==> config.mk <==
export PLATFORM = sky130hd
export DESIGN_NAME = tdm_out
export DESIGN_NICKNAME = d
export VERILOG_FILES = /design/src/rtl/core/tdm_pkg.sv /design/src/rtl/core/tdm_out.sv
export SDC_FILE = /design/constraint.sdc
export NUM_CORES = 1
export LEC_CHECK = 0
export ABC_AREA = 0
export BUFFER_PORTS_ARGS = -buffer_cell sky130_fd_sc_hd__clkbuf_2
export CORE_MARGIN = 5
export CORE_UTILIZATION = 47
export DETAILED_ROUTE_END_ITERATION = 8
export PLACE_DENSITY_LB_ADDON = 0.25
export SLEW_MARGIN = 20
export SYNTH_ARGS = -nofsm -noshare
export SYNTH_HDL_FRONTEND = slang
export SYNTH_SLANG_ARGS = --single-unit
export TNS_END_PERCENT = 30
==> constraint.sdc <==
create_clock -name clock -period 8.5 [get_ports clock]
set_input_delay 1.7 -clock clock [delete_from_list [all_inputs] [get_ports clock]]
set_output_delay 1.7 -clock clock [all_outputs]
set_load 0.005 [all_outputs]
==> src/rtl/core/tdm_pkg.sv <==
// Package for the time demultiplexer: default sizes, word type, bus width.
// No dependencies.
package tdm_pkg;

   localparam int NUM_LINKS_DEF  = 3;
   localparam int BLOCK_SIZE_DEF = 64;
   localparam int PAGE_SIZE_DEF  = 192;

   localparam int DATA_W = 64;
   localparam int WORD_W = DATA_W + 1;

   // bit 0: valid flag, bits 64..1: data
   typedef logic [WORD_W-1:0] word_type;

   // out_valid/new_event bit plus one word per link, padded to whole bytes
   function automatic int bus_width(input int links);
      return ((1 + links * WORD_W + 7) / 8) * 8;
   endfunction

endpackage

==> src/rtl/core/tdm_out.sv <==
// Output side: read stage control, lane rotation and the response register.
// Depends on tdm_pkg.
module tdm_out #(
   parameter int  NUM_LINKS = tdm_pkg::NUM_LINKS_DEF,
   localparam int RotW      = $clog2(NUM_LINKS),
   localparam int BusW      = tdm_pkg::bus_width(NUM_LINKS)
) (
   input  logic                                      clock,
   input  logic                                      reset,
   input  logic                                      accept,
   input  logic                                      rd_on,
   input  logic [RotW-1:0]                           rd_rot,
   input  logic [NUM_LINKS-1:0][tdm_pkg::WORD_W-1:0] bank_data,
   input  logic                                      rsp_tready,
   output logic                                      adv,
   output logic                                      rsp_tvalid,
   output logic [BusW-1:0]                           rsp_tdata
);
   import tdm_pkg::*;

   logic            s1_valid_ff;
   logic            s1_on_ff;
   logic [RotW-1:0] s1_rot_ff;
   logic            rsp_valid_ff;
   logic [BusW-1:0] rsp_data_ff, rsp_data_in;

   assign adv = !rsp_valid_ff || rsp_tready;

   always_comb begin
      logic [RotW:0]   sum;
      logic [RotW-1:0] sel;

      sum         = '0;
      sel         = '0;
      rsp_data_in = '0;
      if (s1_on_ff) begin
         rsp_data_in[0] = 1'b1;
         for (int i = 0; i < NUM_LINKS; i++) begin
            sum = {1'b0, s1_rot_ff} + (RotW + 1)'(i);
            if (sum >= (RotW + 1)'(NUM_LINKS)) begin
               sum = sum - (RotW + 1)'(NUM_LINKS);
            end
            sel = sum[RotW-1:0];
            rsp_data_in[1 + i * WORD_W +: WORD_W] = bank_data[sel];
         end
      end
   end

   always_ff @(posedge clock) begin
      if (reset) begin
         s1_valid_ff  <= 1'b0;
         rsp_valid_ff <= 1'b0;
      end else if (adv) begin
         s1_valid_ff  <= accept;
         rsp_valid_ff <= s1_valid_ff;
      end
   end

   always_ff @(posedge clock) begin
      if (adv) begin
         s1_on_ff    <= rd_on;
         s1_rot_ff   <= rd_rot;
         rsp_data_ff <= rsp_data_in;
      end
   end

   assign rsp_tvalid = rsp_valid_ff;
   assign rsp_tdata  = rsp_data_ff;

endmodule

# After elaboration in Yosys (flattened, before gate mapping)
# Index checks and enable logic that the tools add are counted.
[totals] register_bits=201 in_bits=202 output_inout_bits=202 word_cells=32
[classes] addsub=5 order_cmp=6 muxes=13 reduce_logical=2
[op_table] operator="binary-select mux 65 bit (select 2 bit)" count=3
[op_table] operator="two-way mux 65 bit" count=3
[op_table] operator="two-way mux 2 bit" count=6
[op_table] operator="< comparator 2 x 3 -> 1 bit (second input constant)" count=3
[op_table] operator=">= comparator 3 x 2 -> 1 bit (second input constant)" count=2
[op_table] operator="subtractor 2 bit (second input constant)" count=3
[op_table] operator="adder 2 x 1 -> 3 bit (second input constant)" count=1
[op_table] operator="adder 2 x 2 -> 3 bit (second input constant)" count=1
[op_table] operator=">= comparator 2 bit (second input constant)" count=1
[op_table] operator="zero test 1 bit" count=1
[op_table] operator="logical OR 1 bit" count=1
[op_table] operator="two-way mux 1 bit" count=1

# Logic depth before layout (Yosys ltp)
[logic_depth] word_depth=6 depth_mapped=8 depth_no_buf=5

# Least setup slack after synthesis
# Ideal clock, no wire load.
[synth_path] path_type="input -> output" from="input rsp_tready" to="output adv" arrival_ps=6560 required_time_ps=6800 slack_ps=240 stages=1 n_path_buf=0 path_cell_list="nand2b_1"
[synth_between] elab_chain_cells=1
[synth_lines] element="start: declaration" line_no="tdm_out.sv:14" rtl="input logic rsp_tready,"
[synth_lines] element="logical OR 1 bit" line_no="tdm_out.sv:27" rtl="assign adv = !rsp_valid_ff || rsp_tready;"
[synth_lines] element="end: declaration" line_no="tdm_out.sv:15" rtl="output logic adv,"
# No other way between the ends.

# Final worst setup path
# Ends and elaborated chain as after synthesis.

==> results.txt <==
* Syn Std Cell Area: 12560 um2
- The initial utilization of the core area, before any placement, comes to about 48%.
- Combinational cells account for 21.3% of the total power.
- For this block, the initial DRC count from the detailed router was around 690.
* Crit share post-route: about half
- Post-CTS repair changed the size of 0 cells.
- The flow ran to the end, and the final reports show no timing, DRC or antenna violations.
- Along the worst path, the maximum fanout reaches 54.
- Post-CTS timing repair inserted 0 buffers for setup.
* Clock-pin slew on the worst setup and hold paths: 0.06 ns
- The floorplan step defined a die boundary enclosing 30090 um2.
- Average instance area after synthesis: approximately 11 um2
- Synth cell count leaders: 199 x sky130_fd_sc_hd__edfxtp_1, 196 x sky130_fd_sc_hd__mux2i_1, 195 x sky130_fd_sc_hd__and2_1, 195 x sky130_fd_sc_hd__nand3b_1, 195 x sky130_fd_sc_hd__o21ai_1
- H-Tree Level Count: 1
- Setup repair after global routing left no endpoint under its margin.
- Summing the areas of all and, or, nand and nor instances in the mapped netlist gives 21.45% of the synthesized area.
- Dividing the detail-routed wire length by the instance count gives 19.59 um.
- Library cell with the largest summed area after synthesis: sky130_fd_sc_hd__edfxtp_1
- Global routing used 22.05% of the available tracks across all layers.
* IO Pins: 404
- Of the total power, the clock network draws a little over a third.
- Total power density per cell area: 192.0 nW/um2
- Setup violations remaining at the end of the flow were counted as 0.
* Hold-fix buffer count after cts: 0
- Adder and majority gate portion of the synthesized area: 0.3985%
* Die width: 173.5 um
- At the end of routability-driven placement, the weighted congestion stood at 0.7996.
* Switching Share: 27.02%
- Static timing analysis puts the maximum clock frequency at about 230 MHz.
* Min-delay worst type: reg2reg
- First-pass GRT wire length: 54410 um
- Sorting the synthesized cells by area gives the leading types as sky130_fd_sc_hd__edfxtp_1 48%, sky130_fd_sc_hd__mux2i_1 16%, sky130_fd_sc_hd__nand3b_1 12%.
- Worst-case register-to-register setup slack: 5.64 ns
- Number of nets with antenna violations after detailed routing: 0
- For this run the aggregate overflow at the end of global routing stands at 0.
- After legalization and detailed placement, the total HPWL measured 22990 um.
* Synth unique cells: 19
- For the worst setup path, the data arrival time is 2.62 ns.
- Worst-Skew Late Latency: 0.51 ns
- Worst r2r src: s1_rot_ff[0]$_DFFE_PP_
* Most used flip-flop cell after synthesis: sky130_fd_sc_hd__edfxtp_1
- Switching Power: between 700 and 800 uW
- Dominant cell by count in the synthesized netlist: sky130_fd_sc_hd__edfxtp_1
- Post-synth EDFFs: 199
* Critical Path End Type: primary output
- 0 antenna diodes ended up in the layout.
- Hold Path End: rsp_tvalid$_SDFFE_PP0P_
- Port Buffers: ~400
- The number of global-route vias before repair came to 9843.
- Growth of design area from synthesis to finish: 19.85%
* Startpoint type of the worst setup path: input port
- Count of unresolved DRC violations after routing: 0
* Portion of total power attributed to sequential cells: 43.8%
- Max-slew violation count: 0
- Detailed routing inserted a total of 9818 vias.
- Capture instance of the worst register-to-register path: rsp_tdata[189]$_SDFFCE_PN0P_
* Xor and xnor area share after synthesis: 0%
- Cells on worst reg2reg path: 6
- Avg Vias per Cell: roughly 5.5
* Post-synthesis compound-gate area fraction: about 7.8%
- Sequential area share after synthesis: 47.90%
- Number of cells produced by synthesis: 1105
* Final-stage net count: ~1600
- Final standard cell utilization of the core: 57.43%
- After routing, the total negative slack on setup checks comes to 0 ns.
* Vertical extent of the die: ~170 um
* Combinational family with the most area after synthesis: simple AND/OR/NAND/NOR gates
- CTS tree: built
* Top-area cell type share of the netlist area: 47.58%
* Clock skew after layout: 0.01112 ns
- Static power due to leakage: 0.006374 uW
- Bufs on Longest Clock Path: 3
- Cell internal power was estimated by the tool at 2108 uW.
* Slew @ Worst Pin: 1.109 ns
- Max-cap violations: 0
- After synthesis the netlist holds a flip-flop and latch count of about 200.
- Root Buffer: sky130_fd_sc_hd__clkbuf_16
* Core Box Area: 26210 um2
- Initial antenna violation count: 0
- Data on the critical path is required at its endpoint by around 6.8 ns.
- TritonRoute pass-1 iters: 5
* Number of rows in the core area: 59
* Ratio of cells with drive above 1 in the final layout: a little under a third
- The total count of hold-check failures in the final report came to 0.
* Share of synthesized registers carrying an async set or reset: 0%
- Detailed Route WL: 34990 um
- Buffers inserted during clock tree synthesis total 25.
- Sink count of the clock tree: 201
* Cell depth of the worst hold path: 2
* Mux cell area share after synthesis: 15.62%
* Launch instance of the worst min-delay path: s1_valid_ff$_SDFFE_PP0P_
- In this run the tightest slew margin relative to its limit is 26.09%.
- The smallest clock period supported by the final layout is computed as between 4 and 5 ns.
- Entering global routing, the biggest net connects 121 pins.
* Critical Setup Path Class: in2out
* Maximum resistive drop on vdd: 0.09311 mV
- Number of warnings printed during yosys synthesis: 0
==> area by class of cell <==
type / count / area [um2]
clock buffer: 32 / 651.9
multi-input combinational: 792 / 5739
timing repair buffer: 412 / 2111
inverter: 3 / 11.26
tap: 335 / 419.2
clock inverter: 11 / 102.6
sequential: 201 / 6016
fill: 2270 / 11160
==> registers in the layout, indices dropped and copies added, names as in the netlist <==
name	count
rsp_tdata	196
rsp_tvalid	1
s1_on_ff	1
s1_rot_ff	2
s1_valid_ff	1
==> layout by cell type (no fill, tap or decap) <==
master	n
sky130_fd_sc_hd__a21oi_1	1
sky130_fd_sc_hd__and2_1	195
sky130_fd_sc_hd__buf_12	1
sky130_fd_sc_hd__buf_4	11
sky130_fd_sc_hd__buf_6	1
sky130_fd_sc_hd__bufinv_16	2
sky130_fd_sc_hd__clkbuf_1	7
sky130_fd_sc_hd__clkbuf_16	25
sky130_fd_sc_hd__clkbuf_2	399
sky130_fd_sc_hd__clkinv_1	5
sky130_fd_sc_hd__clkinv_2	3
sky130_fd_sc_hd__conb_1	4
sky130_fd_sc_hd__dfxtp_1	2
sky130_fd_sc_hd__edfxtp_1	199
sky130_fd_sc_hd__ha_2	2
sky130_fd_sc_hd__ha_4	2
sky130_fd_sc_hd__inv_1	3
sky130_fd_sc_hd__inv_6	1
sky130_fd_sc_hd__mux2i_1	196
sky130_fd_sc_hd__nand2b_4	1
sky130_fd_sc_hd__nand3b_1	195
sky130_fd_sc_hd__nor2_1	1
sky130_fd_sc_hd__o21ai_1	195
==> cell families after synthesis <==
kind of cell	Yosys count
multiplexers	196
other	1
buffers and inverters	115
AND/OR/NAND/NOR	392
adder cells (fa/ha/maj)	4
flip-flops	201
AO/OA/AOI/OAI	196
==> power groups by stage <==
| stage | logic [uW] | clock network, uW | registers (uW) |
|---|---|---|---|
| global route | 682 | 1080 | 1270 |
| global placement | 607 | 0 | 1280 |
| finish | 616 | 1010 | 1260 |
| CTS | 621 | 1030 | 1270 |
| floorplan | 371 | 0 | 1300 |
| detailed placement | 619 | 0 | 1280 |
==> per-stage QoR <==
step                setup WS [ns]  power [uW]  hold slack (ns)  cell area, um2  std cells
floorplan                  0.2398        1670           0.4188           12570       1108
global placement            4.154        1891           0.4342           14270       1742
detailed placement          4.141        1904           0.4485           14270       1742
CTS                         4.149        2918           0.4570           15030       1785
global route                4.093        3032           0.4661           15050       1786
finish                      4.180        2889           0.4516           15050       1786
==> how the worst max path moves through the flow <==
stage | to | cells past startpoint | start
floorplan | adv | 1 | rsp_tready
global placement | adv | 3 | rsp_tready
finish | adv | 3 | rsp_tready
detailed placement | adv | 3 | rsp_tready
CTS | adv | 3 | rsp_tready
global route | adv | 3 | rsp_tready
==> critical path, stage by stage <==
cell	delay (ns)
sky130_fd_sc_hd__clkbuf_2	0.08
sky130_fd_sc_hd__nand2b_4	0.60
sky130_fd_sc_hd__clkbuf_2	0.23
==> routing by layer <==
metal	global-route usage, %	part of all wire, %	vias to the layer above
li1	-	-	4696
met1	26.91	40	4680
met2	37.47	48	379
met3	6.936	8.9	63
met4	6.784	3.1	0
met5	0	0	-
Power figures use the tool's default switching activity.
