[src/rtl/core/tdm_pkg.sv]
// Package for the time demultiplexer: default sizes, word type, bus width.
// No dependencies.
package tdm_pkg;

   localparam int NUM_LINKS_DEF  = 3;
   localparam int BLOCK_SIZE_DEF = 64;
   localparam int PAGE_SIZE_DEF  = 192;

   localparam int DATA_W = 64;
   localparam int WORD_W = DATA_W + 1;

   // bit 0: valid flag, bits 64..1: data
   typedef logic [WORD_W-1:0] word_type;

   // out_valid/new_event bit plus one word per link, padded to whole bytes
   function automatic int bus_width(input int links);
      return ((1 + links * WORD_W + 7) / 8) * 8;
   endfunction

endpackage

[src/rtl/core/tdm_ctrl.sv]
// Write/read sequencer: block counters, page flags, write offsets, read pointer.
// Produces per-bank write addresses and link selects. Depends on tdm_pkg.
module tdm_ctrl #(
   parameter int  NUM_LINKS  = tdm_pkg::NUM_LINKS_DEF,
   parameter int  BLOCK_SIZE = tdm_pkg::BLOCK_SIZE_DEF,
   parameter int  PAGE_SIZE  = tdm_pkg::PAGE_SIZE_DEF,
   localparam int AddrW      = $clog2(2 * PAGE_SIZE),
   localparam int RotW       = $clog2(NUM_LINKS)
) (
   input  logic                             clock,
   input  logic                             reset,
   input  logic                             accept,
   input  logic                             new_event,
   output logic [NUM_LINKS-1:0][AddrW-1:0]  wr_addr,
   output logic [NUM_LINKS-1:0][RotW-1:0]   wr_link,
   output logic [AddrW-1:0]                 rd_addr,
   output logic                             rd_on,
   output logic [RotW-1:0]                  rd_rot
);
   import tdm_pkg::*;

   localparam int MemDepth = 2 * PAGE_SIZE;
   localparam int PosW     = $clog2(BLOCK_SIZE);

   logic [PosW-1:0]                  pos_ff, pos_in;
   logic [RotW-1:0]                  blk_ff, blk_in;
   logic [RotW-1:0]                  wrot_ff, wrot_in;
   logic [NUM_LINKS-1:0]             page_ff, page_in;
   logic [NUM_LINKS-1:0][AddrW-1:0]  off_ff, off_in;
   logic                             reading_ff, reading_in;
   logic [AddrW-1:0]                 raddr_ff, raddr_in;
   logic [RotW-1:0]                  rrot_ff, rrot_in;
   logic [PosW-1:0]                  rcnt_ff, rcnt_in;

   logic [NUM_LINKS-1:0][AddrW-1:0]  base_lo, base_hi;

   for (genvar g = 0; g < NUM_LINKS; g++) begin : g_base
      localparam int BaseLo = (g * BLOCK_SIZE) % MemDepth;
      localparam int BaseHi = (BaseLo + PAGE_SIZE) % MemDepth;
      assign base_lo[g] = AddrW'(BaseLo);
      assign base_hi[g] = AddrW'(BaseHi);
   end

   always_comb begin
      logic [PosW-1:0]                 pos_e;
      logic [RotW-1:0]                 blk_e;
      logic [RotW-1:0]                 wrot_e;
      logic [NUM_LINKS-1:0]            page_e;
      logic [NUM_LINKS-1:0][AddrW-1:0] off_e;
      logic                            reading_e;
      logic                            last_pos;
      logic [RotW:0]                   lnk_w;
      logic [RotW-1:0]                 lnk;

      pos_e     = new_event ? '0 : pos_ff;
      blk_e     = new_event ? '0 : blk_ff;
      wrot_e    = new_event ? '0 : wrot_ff;
      reading_e = new_event ? 1'b0 : reading_ff;
      for (int i = 0; i < NUM_LINKS; i++) begin
         page_e[i] = new_event ? (i == 0) : page_ff[i];
         off_e[i]  = new_event ? ((i == 0) ? base_hi[i] : base_lo[i]) : off_ff[i];
      end

      // bank m takes the link that the rotation maps onto it
      for (int m = 0; m < NUM_LINKS; m++) begin
         if (RotW'(m) >= wrot_e) begin
            lnk_w = (RotW + 1)'(m) - {1'b0, wrot_e};
         end else begin
            lnk_w = (RotW + 1)'(m + NUM_LINKS) - {1'b0, wrot_e};
         end
         lnk        = lnk_w[RotW-1:0];
         wr_link[m] = lnk;
         wr_addr[m] = off_e[lnk];
      end

      wrot_in  = (wrot_e == RotW'(NUM_LINKS - 1)) ? '0 : wrot_e + 1'b1;
      last_pos = (pos_e == PosW'(BLOCK_SIZE - 1));
      pos_in   = last_pos ? '0 : pos_e + 1'b1;
      if (last_pos) begin
         blk_in = (blk_e == RotW'(NUM_LINKS - 1)) ? '0 : blk_e + 1'b1;
      end else begin
         blk_in = blk_e;
      end

      page_in = page_e;
      off_in  = off_e;
      if (wrot_in == '0) begin
         for (int i = 0; i < NUM_LINKS; i++) begin
            off_in[i] = (off_e[i] == AddrW'(MemDepth - 1)) ? '0 : off_e[i] + 1'b1;
         end
         // completed link flips page and restarts at its block base
         if (pos_in == '0) begin
            page_in[blk_in] = ~page_e[blk_in];
            off_in[blk_in]  = page_in[blk_in] ? base_hi[blk_in] : base_lo[blk_in];
         end
      end

      reading_in = reading_e;
      raddr_in   = raddr_ff;
      rrot_in    = rrot_ff;
      rcnt_in    = rcnt_ff;
      rd_on      = reading_e;
      if (!reading_e) begin
         if ((blk_in == RotW'(NUM_LINKS - 1)) && (pos_in == PosW'(1))) begin
            reading_in = 1'b1;
            raddr_in   = AddrW'(PAGE_SIZE);
            rrot_in    = '0;
            rcnt_in    = '0;
         end
      end else begin
         raddr_in = (raddr_ff == AddrW'(MemDepth - 1)) ? '0 : raddr_ff + 1'b1;
         rcnt_in  = (rcnt_ff == PosW'(BLOCK_SIZE - 1)) ? '0 : rcnt_ff + 1'b1;
         if (rcnt_in == '0) begin
            rrot_in = (rrot_ff == RotW'(NUM_LINKS - 1)) ? '0 : rrot_ff + 1'b1;
         end
      end
   end

   always_ff @(posedge clock) begin
      if (reset) begin
         pos_ff     <= '0;
         blk_ff     <= '0;
         wrot_ff    <= '0;
         page_ff    <= '0;
         off_ff     <= '0;
         reading_ff <= 1'b0;
         raddr_ff   <= '0;
         rrot_ff    <= '0;
         rcnt_ff    <= '0;
      end else if (accept) begin
         pos_ff     <= pos_in;
         blk_ff     <= blk_in;
         wrot_ff    <= wrot_in;
         page_ff    <= page_in;
         off_ff     <= off_in;
         reading_ff <= reading_in;
         raddr_ff   <= raddr_in;
         rrot_ff    <= rrot_in;
         rcnt_ff    <= rcnt_in;
      end
   end

   assign rd_addr = raddr_ff;
   assign rd_rot  = rrot_ff;

endmodule

[config.mk]
export PLATFORM = sky130hd
export DESIGN_NAME = tdm_ctrl
export DESIGN_NICKNAME = d
export VERILOG_FILES = /design/src/rtl/core/tdm_pkg.sv /design/src/rtl/core/tdm_ctrl.sv
export SDC_FILE = /design/constraint.sdc
export NUM_CORES = 1
export LEC_CHECK = 0
export BUFFER_PORTS_ARGS = -buffer_cell sky130_fd_sc_hd__clkbuf_2
export CAP_MARGIN = 20
export CORE_MARGIN = 2
export CORE_UTILIZATION = 40
export CTS_CLUSTER_DIAMETER = 120
export DETAILED_ROUTE_END_ITERATION = 10
export PLACE_DENSITY_LB_ADDON = 0.15
export RECOVER_POWER = 100
export SYNTH_ARGS = -nofsm -noshare
export SYNTH_HDL_FRONTEND = slang
export SYNTH_SLANG_ARGS = --single-unit
[constraint.sdc]
create_clock -name clock -period 4.3 [get_ports clock]
set_clock_uncertainty 0.15 [all_clocks]
set_input_delay 0.86 -clock clock [delete_from_list [all_inputs] [get_ports clock]]
set_output_delay 0.86 -clock clock [all_outputs]
set_load 0.03 [all_outputs]
Word-level counts from Yosys, hierarchy flattened
Cells that the tools add are included.
{"block": "op_classes", "n_addsub": 15, "order_cmp": 8, "n_eq_ne": 12, "n_mux": 57, "bitwise_logic": 1, "n_reduce_logical": 8}
{"cell": "$mux 9", "count": 16}
{"cell": "$bmux 9 s2", "count": 5}
{"cell": "$mux 27", "count": 2}
{"cell": "$add 9x1->9 const B", "count": 4}
{"cell": "$eq 9x9->1 const B", "count": 4}
{"cell": "$mux 6", "count": 5}
{"cell": "$bwmux 27", "count": 1}
{"cell": "$mux 2", "count": 12}
{"cell": "$demux 9 s2", "count": 1}
{"cell": "$add 6x1->6 const B", "count": 2}
{"cell": "$eq 6x6->1 const B", "count": 2}
{"cell": "$logic_not 6->1", "count": 2}
{"cell": "$lt 2x3->1 const B", "count": 4}
{"cell": "$mux 1", "count": 9}
{"cell": "$eq 2x2->1 const B", "count": 4}
{"cell": "$sub 1x2->2 const A", "count": 4}
{"cell": "$add 2x1->2 const B", "count": 3}
{"cell": "$eq 6x1->1 const B", "count": 1}
{"cell": "$mux 3", "count": 2}
{"cell": "$bmux 1 s2", "count": 2}
{"cell": "$ge 1x2->1 const A", "count": 2}
{"cell": "$sub 2x2->2 const A", "count": 2}
{"cell": "$bwmux 3", "count": 1}
{"cell": "$reduce_and 3->1", "count": 1}
{"cell": "9 further kinds", "count": 10}
{"block": "word_totals", "register_bits": 58, "in_bits": 4, "out_inout_bits": 45, "elab_cells": 112}

Depth between registers and ports, before layout
Gate-level depths: netlist of the first run.
{"block": "depth", "depth_word": 15, "depth_mapped": 19, "ltp_nobuf": 16}

Worst setup path before layout of the first run
OpenSTA, ideal clock, no wires.
{"block": "synth_path", "kind": "input port to output port", "start": "input new_event", "end": "output wr_addr[9] (netlist name)", "arrival_ns": 3.276, "t_required_ns": 3.290, "path_slack_ns": 0.014, "path_stages": 9, "n_path_buf": 4, "cell_sequence": "buf_6 -> clkinv_1 -> clkbuf_1 -> nand2_1 -> ha_1 -> clkbuf_1 -> clkbuf_1 -> a21oi_1 -> o21ai_0"}
{"element": "from (decl)", "line_no": "tdm_ctrl.sv:13", "text": "input logic new_event,"}
{"element": "to (decl)", "line_no": "tdm_ctrl.sv:14", "text": "output logic [NUM_LINKS-1:0][AddrW-1:0] wr_addr,"}

==> impl_metrics.yaml, run 1 <==
drt:
  dr.pass1.iters: 5
  drc: 0
  routed_wirelength_um: 14300
  drt_iter0_drc: 441
  vias: 4857
  via_per_inst: 5.98
  drtAntennaViolNets: 0
  detail_route.wl_per_cell_um: 17.7
cells_and_area:
  drive_gt1_share_pct: 8.67
  areaGrowthSynthToFinish_pct: 10.7
  fillers: 1172
  fin_cells: 812
  seq_area_sq_um: 1160
  final_nets: 685
  diodes: 0
  multi_input_area_sq_um: 3140
floorplanning:
  dieArea_sq_um: 12600
  die_y_um: 112
  rows: 39
  io_pins: 49
  die-width_um: 112
  coreArea_sq_um: 11400
  start_util_pct: 41.1
place:
  gp_congestion: 0.897
  numPortBuffers: 48
  dp_cells: 796
  place_hpwl_um: 10200
  dp_slack_ps: 271
clocking:
  clock_sinks: 58
  htree_levels: 3
  cts_resized: 0
  cts_tree: "yes"
  clk_pin_slew_worst_paths_ps: 50
  numCtsBuffers: 9
  hold_buffers: 0
  clock_latency_ps: 330
  clk_root_buffer_cell: "clkbuf_16"
  cts_setup_buffers: 0
  cts_max_path_buffers: 2
synthesis:
  syn_nets: 656
  netlist.area_leader.share_pct: 24.7
  synthTopCellsByArea: "dfxtp_1, a21oi_1, nor2_1"
  async_reset_ff_share_pct: 0
  synth_edf_count: 0
  synth_area_sq_um: 4690
  synth_commonest_cells: "nor2_1, a21oi_1, dfxtp_1"
  synth_most_common_cell: "nor2_1"
  yosysWarnings: 0
  synth_cells: 635
  synth_ff_type: "dfxtp_1"
  ys_types: 75
  ys_seq_area_share_pct: 24.7
  avgSynthCellArea_sq_um: 7.39
  ys_ff_latch: 58
  synth_area_leader_cell: "dfxtp_1"
sta:
  fmax_ghz: 0.260
  fin_crit_sh_pct: 89.5
  finalMaxSlewViolations: 37
  fin_tns_setup_ps: 0
  hold_viol: 0
  relSlewSlack_pct: -22.9
  min_period_ps: 3850
  fin_ws_ps: 451
  setup_viol_count_final: 0
  worstMarginPinSlew_ps: 1840
  rsz0062_at_grt: "false"
  hold_slack_ps: 336
pwr:
  p_leak_nw: 1.89
  ir_drop_v: 0.000154
  power_per_cell_area_nw_per_um2: 279
worst_setup_path:
  crit_path_max_fanout: 23
  required_ps: 3290
  setup.worst_path.start_class: "input pin"
  cp-end-kind: "primary output"
  reg2reg_slack_ps: 780
  cp.arrival_ps: 2840
  crit_type: "input pin to primary output"
run:
  maxCapViolCount: 1
global_route:
  grt_antenna_before_repair: 0
  gr-usage-all-layers_pct: 22.5
  grt_pass1_wl_um: 23100
  grt_pass1_vias: 4394
  grt_overflow: 0
  grt_max_degree: 41
status:
  status: "finished with violations"
  violations: "max-capacitance violations, max-slew violations"
worst_hold_path:
  hold_class: "flip-flop to flip-flop"
flip-flops by register name (all words and copies together) (netlist names):
register / count
rcnt_ff: 6
blk_ff: 2
rd_rot: 2
off_ff: 27
wrot_ff: 2
page_ff: 3
pos_ff: 6
rd_addr: 9
reading_ff: 1
power breakdown:
group	internal, mW	total (mW)	switching, mW
clock	0.476	0.738	0.262
combinational	0.0476	0.155	0.108
sequential	0.545	0.558	0.0131
layout make-up:
type	instances	share of cell area, %
multi-input cells	502	60.4
flip-flops and latches	58	22.3
repair buffers	69	6.21
clock buffers	11	4.86
well taps	143	3.44
inverters	24	1.73
clock inverters	5	1.01
placed cells by master (no fill, tap or decap), drive strengths merged, types with 4 or more instances in the layout:
master and n:
and3 11, clkbuf 65, dfxtp 58, nand3b 5
o22ai 12, nor2b 7, mux2i 30, nand2b 10
nand2 56, o21ai 31, and3b 4, a21oi 72
o2111ai 5, buf 15, nor2 81, a31oi 18
clkinv 5, ha 17, and2 8, a311oi 11
a21boi 4, o31ai 9, inv 22, nand3 23
o211ai 11, nor3 9, a211oi 7, nand4 12
a22oi 6
kinds of logic (layout without fill, tap and decap cells):
kind of cell             Yosys count  count (layout)  share of synthesized area (%)
AO/OA/AOI/OAI                    209             209                           29.8
XOR/XNOR                           5               5                          0.933
adder cells (fa/ha/maj)           17              17                           4.53
buffers and inverters             75             109                           8.08
flip-flops                        58              58                           24.7
multiplexers                      33              33                           7.28
AND/OR/NAND/NOR                  238             238                           24.7
path summary, 6_finish.rpt:
| check | start | cells after the start | to |
|---|---|---|---|
| min reg2reg | off_ff[18]$_SDFFE_PP0P_ | 2 | off_ff[18]$_SDFFE_PP0P_ |
| min | off_ff[18]$_SDFFE_PP0P_ | 2 | off_ff[18]$_SDFFE_PP0P_ |
| max reg2reg | pos_ff[1]$_SDFFE_PP0P_ | 12 | off_ff[7]$_SDFFE_PP0P_ |
| max | new_event | 9 | wr_addr[15] |
metrics by stage:
| stage | cell area [sq um] | power [mW] | utilization [%] |
|---|---|---|---|
| 6_report | 5200 | 1.45 | 45.5 |
| 5_1_grt | 5200 | 1.50 | 45.5 |
| 3_3_place_gp | 4980 | 0.725 | 43.6 |
| 2_1_floorplan | 4690 | 0.684 | - |
| 3_5_place_dp | 4980 | 0.726 | 43.6 |
| 4_1_cts | 5290 | 1.46 | 46.3 |
layer usage:
| layer | wire [um] | share of wire, % | up-vias | track usage, % |
|---|---|---|---|---|
| met5 | 0 | 0 | - | 0 |
| met4 | 270 | 1.9 | 0 | 7.80 |
| met3 | 833 | 5.8 | 21 | 3.67 |
| met2 | 6750 | 47 | 169 | 37.6 |
| met1 | 6480 | 45 | 2286 | 29.5 |
| li1 | - | - | 2381 | - |
worst max-delay path, cell delays in order:
cell      delay [ps]
clkbuf_1         200
clkinv_1         160
nand2_1          190
ha_1             260
buf_4            230
inv_1            300
a21oi_1          110
o22ai_1          160
clkbuf_1         350
Note: power is estimated with default switching activity, not from simulation.
==> run 2: changes to the inputs <==
ABC_AREA = 1   (was unset)
==> impl_metrics.yaml, run 2 <==
synthesis:
  ys_types: 45
  async_reset_ff_share_pct: 0
  synth_ff_type: "dfxtp_1"
  synthTopCellsByArea: "dfxtp_1, o21ai_0, nand2_1"
  synth-xor-area-share_pct: 1.18
  syn_nets: 719
  synthMuxAreaShare_pct: 0
  yosysWarnings: 0
  ys_ff_latch: 58
  synth_top_family_by_area: "simple AND/OR/NAND/NOR gates"
  synth-compound-area-share_pct: 27.1
  synth_cells: 698
  netlist.area_leader.share_pct: 26.0
  synthSimpleGateAreaFrac_pct: 29.2
  ys_seq_area_share_pct: 26.0
  synth_area_leader_cell: "dfxtp_1"
  synth_area_sq_um: 4460
  synth_fa_ha_area_share_pct: 4.77
  synth_most_common_cell: "nand2_1"
  avgSynthCellArea_sq_um: 6.39
  synth_commonest_cells: "nand2_1, o21ai_0, inv_1"
  synth_edf_count: 0
worst_setup_path:
  crit_type: "input pin to primary output"
  required_ps: 3290
  ff2ff_path_depth: 18
  cp_top_family: "buffers and inverters"
  cp_cell_sequence: "clkbuf_1, buf_4, inv_6, nand2_1, inv_1, ha_1, inv_1, nand2_1, o21ai_0, clkbuf_1"
  setup.worst_path.start_class: "input pin"
  crit_slowest_cell: "ha_1"
  slowest_delay_ps: 360
  r2r_end: "off_ff[8]$_SDFFE_PP0P_"
  reg2reg_slack_ps: 920
  crit_path_max_fanout: 16
  reg2reg_from: "pos_ff[1]$_SDFFE_PP0P_"
  cp.arrival_ps: 2850
  cp-end-kind: "primary output"
  crit_buf_inv: 6
clocking:
  hold_buffers: 0
  cts_tree: "yes"
  cts_resized: 0
  numCtsBuffers: 9
  clock_latency_ps: 370
  cts_setup_buffers: 0
  clk_pin_slew_worst_paths_ps: 60
  cts_max_path_buffers: 2
  clk_root_buffer_cell: "clkbuf_8"
  htree_levels: 3
  clock_sinks: 58
cells_and_area:
  diodes: 0
  top_register: "off_ff"
  areaGrowthSynthToFinish_pct: 10.1
  largest_reg_flops: 27
  final_cell_mix: "nand2_1, o21ai_0, inv_1"
  final_nets: 756
  final_area_sq_um: 4920
  final_common_cell: "nand2_1"
  drive_gt1_share_pct: 8.38
drt:
  routed_wirelength_um: 12900
  dr.pass1.iters: 5
  vias: 4812
  via_per_inst: 5.47
  drtAntennaViolNets: 0
  drc: 0
  detail_route.wl_per_cell_um: 14.7
  drt_iter0_drc: 425
floorplanning:
  die_y_um: 110
  rows: 38
  dieArea_sq_um: 12000
  io_pins: 49
  die-width_um: 110
  coreArea_sq_um: 10800
  start_util_pct: 41.2
global_route:
  grt_max_degree: 61
  grt_pass1_vias: 4440
  gr-usage-all-layers_pct: 22.7
  grt_antenna_before_repair: 0
  grt_overflow: 0
  grt_pass1_wl_um: 21300
sta:
  finalMaxSlewViolations: 0
  hold_viol: 0
  setup_viol_count_final: 0
  fmax_ghz: 0.259
  rsz0062_at_grt: "false"
  relSlewSlack_pct: 4.05
  fin_tns_setup_ps: 0
  worstMarginPinSlew_ps: 1440
  hold_slack_ps: 315
  fin_crit_sh_pct: 89.8
  min_period_ps: 3860
  fin_ws_ps: 440
pwr:
  total_power_mw: 1.48
  p_leak_nw: 1.96
  power_per_cell_area_nw_per_um2: 301
  ir_drop_v: 0.000135
place:
  dp_slack_ps: 570
  gp_congestion: 0.863
  place_hpwl_um: 9260
  numPortBuffers: 48
  placed_area_sq_um: 4810
status:
  status: "completed"
worst_hold_path:
  hold_class: "flip-flop to flip-flop"
  whs_path_depth: 2
  hold_end: "page_ff[1]$_SDFFE_PP0P_"
  min_from: "page_ff[1]$_SDFFE_PP0P_"
run:
  maxCapViolCount: 0
==> run 2: metal layers <==
layer / vias up / routed length (um) / track usage [%]
met1: 2216 / 6090 / 29.5
met5: - / 0 / 0
met2: 140 / 5830 / 37.0
met4: 0 / 289 / 8.68
met3: 23 / 723 / 4.51
li1: 2433 / - / -
==> run 2: cell families (layout without fill, tap and decap cells) <==
logic type | Yosys count | count (layout)
buffers and inverters | 127 | 169
AOI/OAI and AO/OA | 223 | 223
xor gates and xnor gates | 6 | 6
and+or+nand+nor | 267 | 267
DFF | 58 | 58
adders and majority gates | 17 | 17
==> run 2: final cells by class <==
cell class / count / area, sq um
Fill cell: 1180 / 5920
Multi-Input combinational cell: 513 / 2720
Sequential cell: 58 / 1160
Inverter: 93 / 362
Timing Repair Buffer: 60 / 272
Tap cell: 140 / 175
Clock buffer: 10 / 138
Clock inverter: 6 / 90.1
==> run 2: how the worst max path moves through the flow <==
stage | startpoint | end | slack [ps] | depth (start not counted)
final | new_event | wr_addr[20] | 440 | 10
after global routing | new_event | off_ff[8]$_SDFFE_PP0P_ | 190 | 19
after CTS | new_event | wr_addr[20] | 570 | 10
after detailed placement | new_event | off_ff[8]$_SDFFE_PP0P_ | 570 | 19
after global placement | new_event | off_ff[8]$_SDFFE_PP0P_ | 610 | 19
after floorplan | new_event | wr_addr[17] | 190 | 8
==> run 2: metrics by stage <==
step	utilization, %	instances
finish	45.3	880
global route	45.3	880
CTS	46.4	880
detailed placement	44.3	864
global placement	44.3	864
floorplan	-	698
==> run 2: worst min-delay path: stages (launching register included) <==
cell	delay, ps
dfxtp_1	310
nand2_1	60
a21oi_1	50
==> run 2: power by group <==
group          internal, mW  switching [mW]
sequential            0.561          0.0172
clock                 0.343           0.250
combinational        0.0808           0.227
==> run 3: changes to the inputs <==
GPL_TIMING_DRIVEN = 0   (was unset)
==> impl_metrics.yaml, run 3 (synthesis gave the netlist of run 2 again) <==
floorplanning:
  dieArea_sq_um: 12000
  start_util_pct: 41.2
  coreArea_sq_um: 10800
  rows: 38
  io_pins: 49
  die_y_um: 110
  die-width_um: 110
cells_and_area:
  final_nets: 773
  final_cell_mix: "nand2_1, o21ai_0, inv_1"
  final_common_cell: "nand2_1"
  top_register: "off_ff"
  drive_gt1_share_pct: 10.7
  diodes: 0
  largest_reg_flops: 27
  final_util_pct: 45.7
  areaGrowthSynthToFinish_pct: 11.1
worst_setup_path:
  setup.worst_path.start_class: "input pin"
  cp_cell_sequence: "buf_6, buf_2, nor2_1, buf_2, ha_1, clkbuf_1, o21ai_0, o21ai_0, clkbuf_1"
  crit_type: "input pin to primary output"
  crit_path_max_fanout: 11
  required_ps: 3290
  crit_buf_inv: 5
  cp_top_family: "buffers and inverters"
  cp-end-kind: "primary output"
  cp.arrival_ps: 3160
  slowest_delay_ps: 380
  crit_slowest_cell: "clkbuf_1"
global_route:
  grt_max_degree: 12
  use_met2_pct: 40.2
  grt_use_met3_pct: 4.15
  grt_pass1_vias: 4717
  grtUsageMet1_pct: 32.1
  grt_busiest_layer: "met2"
  gr-usage-all-layers_pct: 24.6
  grt_pass1_wl_um: 23000
  grt_antenna_before_repair: 0
  grt_overflow: 0
clocking:
  numCtsBuffers: 9
  cts_tree: "yes"
  clk_pin_slew_worst_paths_ps: 70
  cts_max_path_buffers: 2
  hold_buffers: 0
  htree_levels: 3
  clk_root_buffer_cell: "clkbuf_8"
  clock_sinks: 58
  clock_latency_ps: 340
drt:
  vias: 5031
  routed_wirelength_um: 14300
  via_per_inst: 5.61
  drc: 0
  dr.pass1.iters: 6
  drt_iter0_drc: 600
  detail_route.wl_per_cell_um: 16.0
  drtAntennaViolNets: 0
pwr:
  ir_drop_v: 0.000135
  power_per_cell_area_nw_per_um2: 277
  total_power_mw: 1.37
  p_leak_nw: 2.06
worst_hold_path:
  hold_class: "flip-flop to flip-flop"
sta:
  fin_tns_setup_ps: 0
  hold_viol: 0
  min_period_ps: 4170
  fmax_ghz: 0.240
  rsz0062_at_grt: "false"
  relSlewSlack_pct: 52.8
  fin_crit_sh_pct: 97.0
  finalMaxSlewViolations: 0
  worstMarginPinSlew_ps: 708
  setup_viol_count_final: 0
run:
  maxCapViolCount: 0
status:
  status: "completed"
place:
  gp_congestion: 0.927
  place_hpwl_um: 10600
  numPortBuffers: 45
## run 3: cell types whose count changed in the layout (fill, tap and decap cells not counted), sizes merged
cell,previous run,this run
clkinv,7,6
clkbuf,59,81
buf,11,8
bufinv,2,0
## run 3: worst register-to-register path: cells and delay by family (launching register included)
family,cells,cell delay (ps)
simple gates,9,1340
flops,1,370
fa+ha+maj,2,470
compound gates,1,120
buf+inv,4,510
## run 3: power breakdown
part	internal, mW	leakage (nW)	switching (mW)	total [mW]
logic	0.0886	1.49	0.240	0.329
registers	0.561	0.475	0.0170	0.578
clock network	0.235	0.0920	0.230	0.465
## run 3: layer usage
layer	vias up	routed length, um	part of all wire (%)
met2	214	6520	46
met1	2331	6660	46
met5	-	0	0
li1	2464	-	-
met3	22	908	6.3
met4	0	240	1.7
## run 3: final cells by class
cell class / instances / area [sq um]
fill: 1153 / 5880
multi-input combinational: 513 / 2730
clock inverter: 3 / 15.0
tap: 140 / 175
sequential: 58 / 1160
timing repair buffer: 45 / 201
clock buffer: 12 / 155
buffer: 32 / 156
inverter: 93 / 368
## run 3: stage by stage
stage | worst slack (ps) | hold slack [ps] | cells | cell area [sq um]
3_3_place_gp | -197 | 304 | 883 | 4860
5_1_grt | 12.8 | 329 | 896 | 4960
2_1_floorplan | 194 | 295 | 698 | 4460
6_report | 131 | 318 | 896 | 4960
4_1_cts | 19.0 | 316 | 898 | 5040
3_5_place_dp | -208 | 306 | 883 | 4860
## run 3: path summary, 6_finish.rpt
path	to	cells past startpoint	slack [ps]	start
worst min-delay path	page_ff[0]$_SDFFE_PP0P_	2	320	page_ff[0]$_SDFFE_PP0P_
worst max register to register	rd_addr[5]$_SDFFE_PP0P_	16	1210	pos_ff[0]$_SDFFE_PP0P_
worst max-delay path	wr_addr[0]	9	130	new_event
worst min register to register	page_ff[0]$_SDFFE_PP0P_	2	320	page_ff[0]$_SDFFE_PP0P_
## run 3: what timing repair did
action                                  CTS  global route
endpoints found under the setup margin   17            21
gates resized for setup                   2             6
buffers inserted                          0             0
